$ cat config.mk
export PLATFORM = sky130hd
export DESIGN_NAME = longest_match_text_substituter_unit_flat
export DESIGN_NICKNAME = d
export VERILOG_FILES = /design/src/rtl/lmts_pkg.sv /design/src/rtl/lmts_in_if.sv /design/src/rtl/lmts_out_if.sv /design/src/rtl/longest_match_text_substituter_unit.sv /design/src/rtl/lmts_cell.sv /design/src/flat_wrapper.sv
export SDC_FILE = /design/constraint.sdc
export NUM_CORES = 2
export LEC_CHECK = 0
export BUFFER_PORTS_ARGS = -buffer_cell sky130_fd_sc_hd__buf_2
export CORE_MARGIN = 4
export CORE_UTILIZATION = 25
export DETAILED_ROUTE_END_ITERATION = 7
export PLACE_DENSITY = 0.51
export SYNTH_ARGS = -nofsm -noshare
export SYNTH_HDL_FRONTEND = slang
export SYNTH_SLANG_ARGS = --single-unit
$ cat constraint.sdc
create_clock -name clk -period 14 [get_ports clk]
set_input_delay 1.4 -clock clk [delete_from_list [all_inputs] [get_ports clk]]
set_output_delay 1.4 -clock clk [all_outputs]
set_load 0.05 [all_outputs]
$ cat src/rtl/lmts_pkg.sv
package lmts_pkg;

  localparam int BYTE_W = 8;
  localparam int KEY_W  = 64;
  localparam int LEN_W  = 4;
  localparam int SLOT_W = 4;
  localparam int KEY_BYTES = KEY_W / BYTE_W;
  localparam int SLOT_LIMIT = 1 << SLOT_W;

  // operation codes
  localparam logic OP_TEXT = 1'b0;
  localparam logic OP_LOAD = 1'b1;

  // utf-8 continuation byte test
  localparam logic [BYTE_W-1:0] CONT_MASK = 8'hC0;
  localparam logic [BYTE_W-1:0] CONT_TAG  = 8'h80;

  // best match so far, passed down the cell row (len zero = none)
  typedef struct packed {
    logic [LEN_W-1:0]  len;
    logic [SLOT_W-1:0] slot;
  } cand_t;

  // key load broadcast to the cells
  typedef struct packed {
    logic              en;
    logic [SLOT_W-1:0] slot;
    logic [KEY_W-1:0]  bytes;
    logic [LEN_W-1:0]  len;
  } ld_t;

endpackage

$ cat src/rtl/lmts_in_if.sv
interface lmts_in_if;
  logic                                 valid;
  logic                                 ready;
  logic                                 operation;
  logic [lmts_pkg::BYTE_W-1:0]          data_byte;
  logic                                 end_of_string;
  logic [lmts_pkg::SLOT_W-1:0]          key_slot;
  logic [lmts_pkg::KEY_W-1:0]           key_bytes;
  logic [lmts_pkg::LEN_W-1:0]           key_length;

  modport source (output valid, operation, data_byte, end_of_string, key_slot,
                  key_bytes, key_length, input ready);
  modport sink (input valid, operation, data_byte, end_of_string, key_slot,
                key_bytes, key_length, output ready);
endinterface

$ cat src/rtl/lmts_out_if.sv
interface lmts_out_if;
  logic                        valid;
  logic                        ready;
  logic                        is_replacement;
  logic [lmts_pkg::BYTE_W-1:0] literal_byte;
  logic [lmts_pkg::SLOT_W-1:0] key_index;
  logic                        last;

  modport source (output valid, is_replacement, literal_byte, key_index, last,
                  input ready);
  modport sink (input valid, is_replacement, literal_byte, key_index, last,
                output ready);
endinterface

$ cat src/rtl/longest_match_text_substituter_unit.sv
// Longest-match key substitution over a text byte stream. Keys are loaded one
// request at a time (operation = load). A text request that only fills the
// lookahead window leaves the unit idle; when the window is full or
// end_of_string is set, the unit makes decisions at the window head: the best
// candidate ripples down the row of NUM_KEYS key cells, one cell per cycle,
// then the result is handed to the output register once that register is free
// or being read. An end_of_string request drains the window with up to
// MAX_KEY_LEN such decisions and marks the final result with last. The input is
// taken again as soon as the decisions of a request are done, while the last
// result may still wait in the output register.
module longest_match_text_substituter_unit #(
  parameter int NUM_KEYS    = 16,
  parameter int MAX_KEY_LEN = 8
) (
  input  logic       clk,
  input  logic       rst_n,
  lmts_in_if.sink    in_ch,
  lmts_out_if.source out_ch
);

  localparam int CNT_W = $clog2(NUM_KEYS + 1);
  localparam logic [CNT_W-1:0] CNT_LAST = CNT_W'(NUM_KEYS - 1);
  localparam logic [lmts_pkg::LEN_W-1:0] MAX_LEN = lmts_pkg::LEN_W'(MAX_KEY_LEN);

  typedef enum logic [2:0] {
    S_IDLE = 3'b001,
    S_SCAN = 3'b010,
    S_EMIT = 3'b100
  } state_t;

  state_t                          state_r, state_nxt;
  logic [CNT_W-1:0]                cnt_r, cnt_nxt;
  logic [lmts_pkg::LEN_W-1:0]      fill_r, fill_nxt;
  logic [lmts_pkg::BYTE_W-1:0]     win_r [MAX_KEY_LEN];
  logic [lmts_pkg::BYTE_W-1:0]     win_nxt [MAX_KEY_LEN];
  logic                            eos_r, eos_nxt;
  logic                            out_valid_r, out_valid_nxt;
  logic                            out_rep_r, out_rep_nxt;
  logic [lmts_pkg::BYTE_W-1:0]     out_byte_r, out_byte_nxt;
  logic [lmts_pkg::SLOT_W-1:0]     out_idx_r, out_idx_nxt;
  logic                            out_last_r, out_last_nxt;

  logic                            in_acc;
  logic                            emit_go;
  logic                            head_cont;
  logic [lmts_pkg::LEN_W-1:0]      best_len;
  logic [lmts_pkg::LEN_W-1:0]      drop;
  logic [lmts_pkg::LEN_W-1:0]      fill_left;
  logic [lmts_pkg::KEY_W-1:0]      win_flat;
  lmts_pkg::ld_t                   ld;
  lmts_pkg::cand_t                 chain [NUM_KEYS+1];

  assign in_ch.ready = (state_r == S_IDLE);
  assign in_acc      = in_ch.valid && in_ch.ready;

  // window flattened for the cells, unused bytes zero
  always_comb begin
    win_flat = '0;
    for (int k = 0; k < MAX_KEY_LEN; k++) begin
      win_flat[k*lmts_pkg::BYTE_W +: lmts_pkg::BYTE_W] = win_r[k];
    end
  end

  // key load broadcast
  always_comb begin
    ld.en    = in_acc && (in_ch.operation == lmts_pkg::OP_LOAD);
    ld.slot  = in_ch.key_slot;
    ld.bytes = in_ch.key_bytes;
    ld.len   = in_ch.key_length;
  end

  // row of key cells
  assign chain[0] = '0;
  for (genvar i = 0; i < NUM_KEYS; i++) begin : g_cell
    lmts_cell #(.IDX(i), .MAX_KEY_LEN(MAX_KEY_LEN)) u_cell (
      .clk    (clk),
      .rst_n  (rst_n),
      .ld     (ld),
      .win    (win_flat),
      .fill   (fill_r),
      .cand_i (chain[i]),
      .cand_o (chain[i+1])
    );
  end

  // decision at the window head
  assign head_cont = ((win_r[0] & lmts_pkg::CONT_MASK) == lmts_pkg::CONT_TAG);
  assign best_len  = head_cont ? '0 : chain[NUM_KEYS].len;
  assign drop      = (best_len != '0) ? best_len : lmts_pkg::LEN_W'(1);
  assign fill_left = fill_r - drop;
  assign emit_go   = (state_r == S_EMIT) && (!out_valid_r || out_ch.ready);

  // sequencer, window and output register
  always_comb begin
    state_nxt     = state_r;
    cnt_nxt       = cnt_r;
    fill_nxt      = fill_r;
    win_nxt       = win_r;
    eos_nxt       = eos_r;
    out_valid_nxt = out_valid_r && !out_ch.ready;
    out_rep_nxt   = out_rep_r;
    out_byte_nxt  = out_byte_r;
    out_idx_nxt   = out_idx_r;
    out_last_nxt  = out_last_r;
    case (state_r)
      S_IDLE: begin
        if (in_acc && (in_ch.operation == lmts_pkg::OP_TEXT)) begin
          eos_nxt = in_ch.end_of_string;
          if (fill_r < MAX_LEN) begin
            for (int k = 0; k < MAX_KEY_LEN; k++) begin
              if (fill_r == lmts_pkg::LEN_W'(k)) win_nxt[k] = in_ch.data_byte;
            end
            fill_nxt = fill_r + lmts_pkg::LEN_W'(1);
          end
          if ((fill_nxt >= MAX_LEN) || in_ch.end_of_string) begin
            state_nxt = S_SCAN;
            cnt_nxt   = '0;
          end
        end
      end
      S_SCAN: begin
        cnt_nxt = cnt_r + CNT_W'(1);
        if (cnt_r == CNT_LAST) state_nxt = S_EMIT;
      end
      S_EMIT: begin
        if (emit_go) begin
          out_valid_nxt = 1'b1;
          out_rep_nxt   = (best_len != '0);
          out_byte_nxt  = (best_len != '0) ? '0 : win_r[0];
          out_idx_nxt   = (best_len != '0) ? chain[NUM_KEYS].slot : '0;
          out_last_nxt  = eos_r && (fill_left == '0);
          for (int k = 0; k < MAX_KEY_LEN; k++) begin
            win_nxt[k] = '0;
            for (int m = 1; m <= MAX_KEY_LEN; m++) begin
              if ((drop == lmts_pkg::LEN_W'(m)) && (k + m < MAX_KEY_LEN)) begin
                win_nxt[k] = win_r[(k + m) % MAX_KEY_LEN];
              end
            end
          end
          fill_nxt = fill_left;
          cnt_nxt  = '0;
          if ((fill_left != '0) && ((fill_left >= MAX_LEN) || eos_r)) begin
            state_nxt = S_SCAN;
          end else begin
            state_nxt = S_IDLE;
          end
        end
      end
      default: state_nxt = S_IDLE;
    endcase
  end

  always_ff @(posedge clk) begin
    if (!rst_n) begin
      state_r     <= S_IDLE;
      cnt_r       <= '0;
      fill_r      <= '0;
      eos_r       <= 1'b0;
      out_valid_r <= 1'b0;
      for (int k = 0; k < MAX_KEY_LEN; k++) win_r[k] <= '0;
    end else begin
      state_r     <= state_nxt;
      cnt_r       <= cnt_nxt;
      fill_r      <= fill_nxt;
      eos_r       <= eos_nxt;
      out_valid_r <= out_valid_nxt;
      win_r       <= win_nxt;
    end
  end

  always_ff @(posedge clk) begin
    out_rep_r  <= out_rep_nxt;
    out_byte_r <= out_byte_nxt;
    out_idx_r  <= out_idx_nxt;
    out_last_r <= out_last_nxt;
  end

  assign out_ch.valid          = out_valid_r;
  assign out_ch.is_replacement = out_rep_r;
  assign out_ch.literal_byte   = out_byte_r;
  assign out_ch.key_index      = out_idx_r;
  assign out_ch.last           = out_last_r;

  // window never over full, and never full while waiting for text
  a_fill_bound: assert property (@(posedge clk) disable iff (!rst_n)
    fill_r <= MAX_LEN) else $error("window fill out of range");

  a_idle_not_full: assert property (@(posedge clk) disable iff (!rst_n)
    (state_r == S_IDLE) |-> (fill_r < MAX_LEN)) else $error("idle with full window");

  // a result marked last leaves the window empty
  a_last_empty: assert property (@(posedge clk) disable iff (!rst_n)
    emit_go && eos_r && (fill_left == '0) |=> (fill_r == '0) && (state_r == S_IDLE))
    else $error("window not drained after last result");

endmodule

$ cat src/rtl/lmts_cell.sv
module lmts_cell #(
  parameter int IDX         = 0,
  parameter int MAX_KEY_LEN = 8
) (
  input  logic                        clk,
  input  logic                        rst_n,
  input  lmts_pkg::ld_t               ld,
  input  logic [lmts_pkg::KEY_W-1:0]  win,
  input  logic [lmts_pkg::LEN_W-1:0]  fill,
  input  lmts_pkg::cand_t             cand_i,
  output lmts_pkg::cand_t             cand_o
);

  localparam logic [lmts_pkg::LEN_W-1:0] MAX_LEN = lmts_pkg::LEN_W'(MAX_KEY_LEN);
  localparam bit LOADABLE = (IDX < lmts_pkg::SLOT_LIMIT);
  localparam logic [lmts_pkg::SLOT_W-1:0] MY_SLOT = lmts_pkg::SLOT_W'(IDX);

  logic [lmts_pkg::KEY_W-1:0] key_r;
  logic [lmts_pkg::LEN_W-1:0] klen_r;
  lmts_pkg::cand_t            cand_r;
  lmts_pkg::cand_t            cand_nxt;
  logic                       we;
  logic                       hit;
  logic [lmts_pkg::KEY_BYTES-1:0] eq;

  assign we = ld.en && LOADABLE && (ld.slot == MY_SLOT);

  // key storage, length saturates at the window depth
  always_ff @(posedge clk) begin
    if (!rst_n) begin
      klen_r <= '0;
    end else if (we) begin
      klen_r <= (ld.len > MAX_LEN) ? MAX_LEN : ld.len;
    end
  end

  always_ff @(posedge clk) begin
    if (we) begin
      key_r <= ld.bytes;
    end
  end

  // per-byte compare against the window head
  always_comb begin
    for (int j = 0; j < lmts_pkg::KEY_BYTES; j++) begin
      eq[j] = (key_r[j*lmts_pkg::BYTE_W +: lmts_pkg::BYTE_W] ==
               win[j*lmts_pkg::BYTE_W +: lmts_pkg::BYTE_W]) ||
              (lmts_pkg::LEN_W'(j) >= klen_r);
    end
  end

  assign hit = (klen_r != '0) && (klen_r <= fill) && (&eq);

  // take over only on a strictly longer key, so lower slots win ties
  always_comb begin
    cand_nxt = cand_i;
    if (hit && (klen_r > cand_i.len)) begin
      cand_nxt.len  = klen_r;
      cand_nxt.slot = MY_SLOT;
    end
  end

  always_ff @(posedge clk) begin
    if (!rst_n) begin
      cand_r <= '0;
    end else begin
      cand_r <= cand_nxt;
    end
  end

  assign cand_o = cand_r;

endmodule

$ cat src/flat_wrapper.sv
// flat-port wrapper written by rule: the top's interface ports become plain ports
module longest_match_text_substituter_unit_flat 
#(
  parameter int NUM_KEYS    = 16,
  parameter int MAX_KEY_LEN = 8
)
  (clk, rst_n, in_ch_valid, in_ch_operation, in_ch_data_byte, in_ch_end_of_string, in_ch_key_slot, in_ch_key_bytes, in_ch_key_length, in_ch_ready, out_ch_valid, out_ch_is_replacement, out_ch_literal_byte, out_ch_key_index, out_ch_last, out_ch_ready);
  lmts_in_if in_ch_i ();
  lmts_out_if out_ch_i ();
  input  logic clk;
  input  logic rst_n;
  input wire logic [$bits(in_ch_i.valid)-1:0] in_ch_valid;
  input wire logic [$bits(in_ch_i.operation)-1:0] in_ch_operation;
  input wire logic [$bits(in_ch_i.data_byte)-1:0] in_ch_data_byte;
  input wire logic [$bits(in_ch_i.end_of_string)-1:0] in_ch_end_of_string;
  input wire logic [$bits(in_ch_i.key_slot)-1:0] in_ch_key_slot;
  input wire logic [$bits(in_ch_i.key_bytes)-1:0] in_ch_key_bytes;
  input wire logic [$bits(in_ch_i.key_length)-1:0] in_ch_key_length;
  output wire logic [$bits(in_ch_i.ready)-1:0] in_ch_ready;
  output wire logic [$bits(out_ch_i.valid)-1:0] out_ch_valid;
  output wire logic [$bits(out_ch_i.is_replacement)-1:0] out_ch_is_replacement;
  output wire logic [$bits(out_ch_i.literal_byte)-1:0] out_ch_literal_byte;
  output wire logic [$bits(out_ch_i.key_index)-1:0] out_ch_key_index;
  output wire logic [$bits(out_ch_i.last)-1:0] out_ch_last;
  input wire logic [$bits(out_ch_i.ready)-1:0] out_ch_ready;
  assign in_ch_i.valid = in_ch_valid;
  assign in_ch_i.operation = in_ch_operation;
  assign in_ch_i.data_byte = in_ch_data_byte;
  assign in_ch_i.end_of_string = in_ch_end_of_string;
  assign in_ch_i.key_slot = in_ch_key_slot;
  assign in_ch_i.key_bytes = in_ch_key_bytes;
  assign in_ch_i.key_length = in_ch_key_length;
  assign in_ch_ready = in_ch_i.ready;
  assign out_ch_valid = out_ch_i.valid;
  assign out_ch_is_replacement = out_ch_i.is_replacement;
  assign out_ch_literal_byte = out_ch_i.literal_byte;
  assign out_ch_key_index = out_ch_i.key_index;
  assign out_ch_last = out_ch_i.last;
  assign out_ch_i.ready = out_ch_ready;
  longest_match_text_substituter_unit #(.NUM_KEYS(NUM_KEYS), .MAX_KEY_LEN(MAX_KEY_LEN)) u_core (.clk(clk), .rst_n(rst_n), .in_ch(in_ch_i), .out_ch(out_ch_i));
endmodule
==> impl_metrics.csv <==
group,metric,value,unit
die,die_w,493,microns
grt,grt_max_degree,93,
logic_synthesis,synthSimpleGateAreaFrac,8.69,%
timing,fin_skew,0.0424,ns
logic_synthesis,synth-adder-area-share,2.88,%
route,drt_wl_total,206000,microns
place,dp_hpwl,137000,microns
timing,rsz0062_at_grt,"false",
route,drt-pass1-iter-count,7,
critical_path,critPathSlowestCell,"nor2b_4",
die,pin_count,102,
route,detail-route-antenna-nets,0,
timing,fin_tns_setup,0,ns
run_status,status,"finished clean",
grt,grt_antenna_before_repair,32,
logic_synthesis,ys_seq_area_share,61.6,%
power_and_ir_drop,p_leak,22.7,nW
layout,fill_cells,23700,
logic_synthesis,syn_area_per_cell,13.1,sq um
critical_path,crit_path_max_fanout,40,
critical_path,timing.critical_path.required,14.40,ns
flow_run,drv_cap,0,
grt,grtUsageMet1,22.1,%
timing,slew_headroom,3.09,%
die,die_h,493,microns
grt,use_met3,3.90,%
critical_path,end_kind,"flip-flop",
clocking,clock_sinks,1293,
logic_synthesis,synth_top_area_cell,"edfxtp_1",
power_and_ir_drop,power_density,137,mW/mm^2
die,core,0.233,sq mm
logic_synthesis,syn_inst,4483,
die,start_util,25.2,%
logic_synthesis,synthFlopType,"edfxtp_1",
critical_path,r2r-end,"u_core.g_cell[13].u_cell.key_r[11]",
critical_path,worst_path_largest_cell_delay,0.97,ns
clocking,cts_setup_buffers,0,
route,wire_per_inst,26.3,microns
timing,fin_hold_ws,0.418,ns
critical_path,cp_cell_sequence,"nor2b_1 -> nand2b_1 -> inv_2 -> nand3_1 -> nor3b_1 -> nor2b_4 -> buf_4",
layout,finalNetCount,4822,
route,num_vias,37600,
logic_synthesis,synthXorXnorAreaFrac,15.3,%
layout,final_core_util,29.0,%
logic_synthesis,synth_top_area_share,52.9,%
clocking,root_buffer,"clkbuf_16",
logic_synthesis,synthTopCellsByArea,"edfxtp_1 (53%), xor2_1 (8.9%), dfxtp_1 (8.7%), xnor2_1 (6.3%), ha_1 (2.8%)",
logic_synthesis,synth.cell_area,0.0589,sq mm
grt,grt_pass1_vias,36000,
clocking,cts_tree,"yes",
power_and_ir_drop,p_total,9.29,mW
power_and_ir_drop,ir_worst_vdd,0.000109,V
timing,finalWorstSetupSlack,9.82,ns
logic_synthesis,synth_top_family_by_area,"XOR/XNOR gates",
hold_path,hp-class,"flip-flop to flip-flop",
route,avgViaCountPerCell,4.79,
logic_synthesis,syn-num-nets,4703,
layout,area_growth,15.0,%
hold_path,min_from,"u_core.g_cell[4].u_cell.cand_o[1]",
critical_path,worstPathArrival,4.58,ns
grt,overflow,0,
grt,grt_pass1_wl,285000,microns
place,globalplace.congestion,0.916,
critical_path,path_class,"flip-flop to flip-flop",
critical_path,r2r_cells,7,
clocking,clkLatencyLatePin,0.79,ns
timing,setup_violations,0,
route,drtIter0Drc,3845,
logic_synthesis,synth_compound_area_share,6.99,%
timing,fmax,239,MHz
clocking,numCtsBuffers,142,
logic_synthesis,yosys_warnings,0,
clocking,cts_max_level,4,
place,place_ws,9.49,ns
timing,hold_violations,0,
timing,post-route-period-util,29.8,%
clocking,clk_path_buf_depth,3,
timing,period_needed,4.18,ns
die,dieArea,0.243,sq mm
logic_synthesis,synth-seq-cells,1293,
logic_synthesis,ys_async_sr_fraction,0,%
logic_synthesis,synth_edf_count,1038,
hold_path,min_to,"u_core.g_cell[5].u_cell.cand_o[1]",
place,portBuffers,101,
logic_synthesis,ys_types,83,
timing,finalMaxSlewViolations,0,
clocking,cts-hold-fix-buffers,0,
logic_synthesis,synthTopCellsByCount,"edfxtp_1 (1038), xor2_1 (601), xnor2_1 (426)",
clocking,clkTransAtPathRegs,0.06,ns
grt,grt_busiest_layer,"met2",
critical_path,worstSetupStartpointType,"flip-flop",
layout,drive_gt1_share,10.6,%
logic_synthesis,synth.area.mux_share,1.84,%
critical_path,reg2reg_slack,9.82,ns
grt,use_met2,25.2,%
critical_path,r2r-start,"u_core.state_r[0]",
hold_path,holdPathStages,2,
clocking,cts.repair.resized,0,
logic_synthesis,yosysMostFrequentCell,"edfxtp_1",
timing,max_slew.worst_pin.slew,1.44,ns
die,rows,177,
route,drc,0,
grt,grtUsageTotal,16.5,%
-- through the flow --
step	cell area (sq um)	std cells
finish	67700	7854
global route	67700	7851
CTS	67700	7846
detailed placement	63200	7590
global placement	63200	7590
floorplan	58900	4483
-- cell families after synthesis --
kind of cell             after synthesis
flip-flops                          1293
XOR/XNOR                            1027
AND/OR/NAND/NOR                      945
AO/OA/AOI/OAI                        631
buffers and inverters                346
adder cells (fa/ha/maj)              135
multiplexers                         106
-- area by class of cell --
class | count | area, sq um | area share (%)
clock buffers | 200 | 3990 | 5.89
diodes | 8 | 20.0 | 0.0296
clock inverters | 56 | 532 | 0.786
well taps | 3132 | 3920 | 5.79
flip-flops and latches | 1293 | 36300 | 53.6
repair buffers | 220 | 1400 | 2.07
inverters | 101 | 397 | 0.586
multi-input cells | 2844 | 21200 | 31.3
-- layer usage --
layer  wire length, microns  up-vias  part of all wire [%]
met3                  16500      400                   8.0
met5                     97        -                 0.047
met1                  88400    19000                    43
met4                  10200       16                   4.9
met2                  91200     1564                    44
li1                       -    16700                     -
-- worst max-delay path by stage --
stage	startpoint	end	slack (ns)	depth (start not counted)
5_1_grt	u_core.g_cell[15].u_cell.cand_o[4]	u_core.state_r[0]	9.57	14
2_1_floorplan	in_ch_key_slot[1]	u_core.g_cell[15].u_cell.key_r[0]	8.93	4
3_3_place_gp	in_ch_operation	u_core.g_cell[13].u_cell.key_r[26]	9.47	5
3_5_place_dp	in_ch_operation	u_core.g_cell[13].u_cell.key_r[18]	9.49	5
6_report	u_core.state_r[0]	u_core.g_cell[13].u_cell.key_r[11]	9.82	7
4_1_cts	u_core.state_r[0]	u_core.g_cell[13].u_cell.key_r[18]	9.74	7
-- critical path: cells and delay by family, from the launching register on --
kind	cells	cell delay [ns]
flops	1	0.44
buf+inv	2	0.94
simple gates	5	2.33
-- state kept, by name, indices dropped and copies added (netlist names) --
register                      count
u_core.g_cell.u_cell.key_r     1024
u_core.g_cell.u_cell.cand_o     113
u_core.g_cell.u_cell.klen_r      64
u_core.win_flat                  64
u_core.out_ch.literal_byte        8
u_core.cnt_r                      5
u_core.fill_r                     4
u_core.out_ch.key_index           4
u_core.state_r                    3
u_core.eos_r                      1
u_core.out_ch.is_replacement      1
u_core.out_ch.last                1
u_core.out_ch.valid               1
-- layout by cell type (no fill, tap or decap), drive strengths merged, types with 23 or more instances in the layout --
cell type	synthesis	routed
o21a	93	93
inv	101	94
nor2	166	166
nor2b	48	48
o21ai	129	129
buf	137	220
o31ai	36	36
clkinv	0	54
a21oi	182	182
mux2i	88	88
clkbuf	108	200
and3	24	24
xor2	601	601
edfxtp	1038	1038
dfxtp	255	255
nand2	161	161
nand3	79	79
ha	133	133
nor4	158	158
xnor2	426	426
nor3	24	24
and2	23	23
nand4	193	193
-- power breakdown --
group	switching, mW	internal, mW
Sequential	0.0408	4.21
Clock	1.57	2.10
Combinational	0.926	0.442
(Power assumes the default switching activity.)
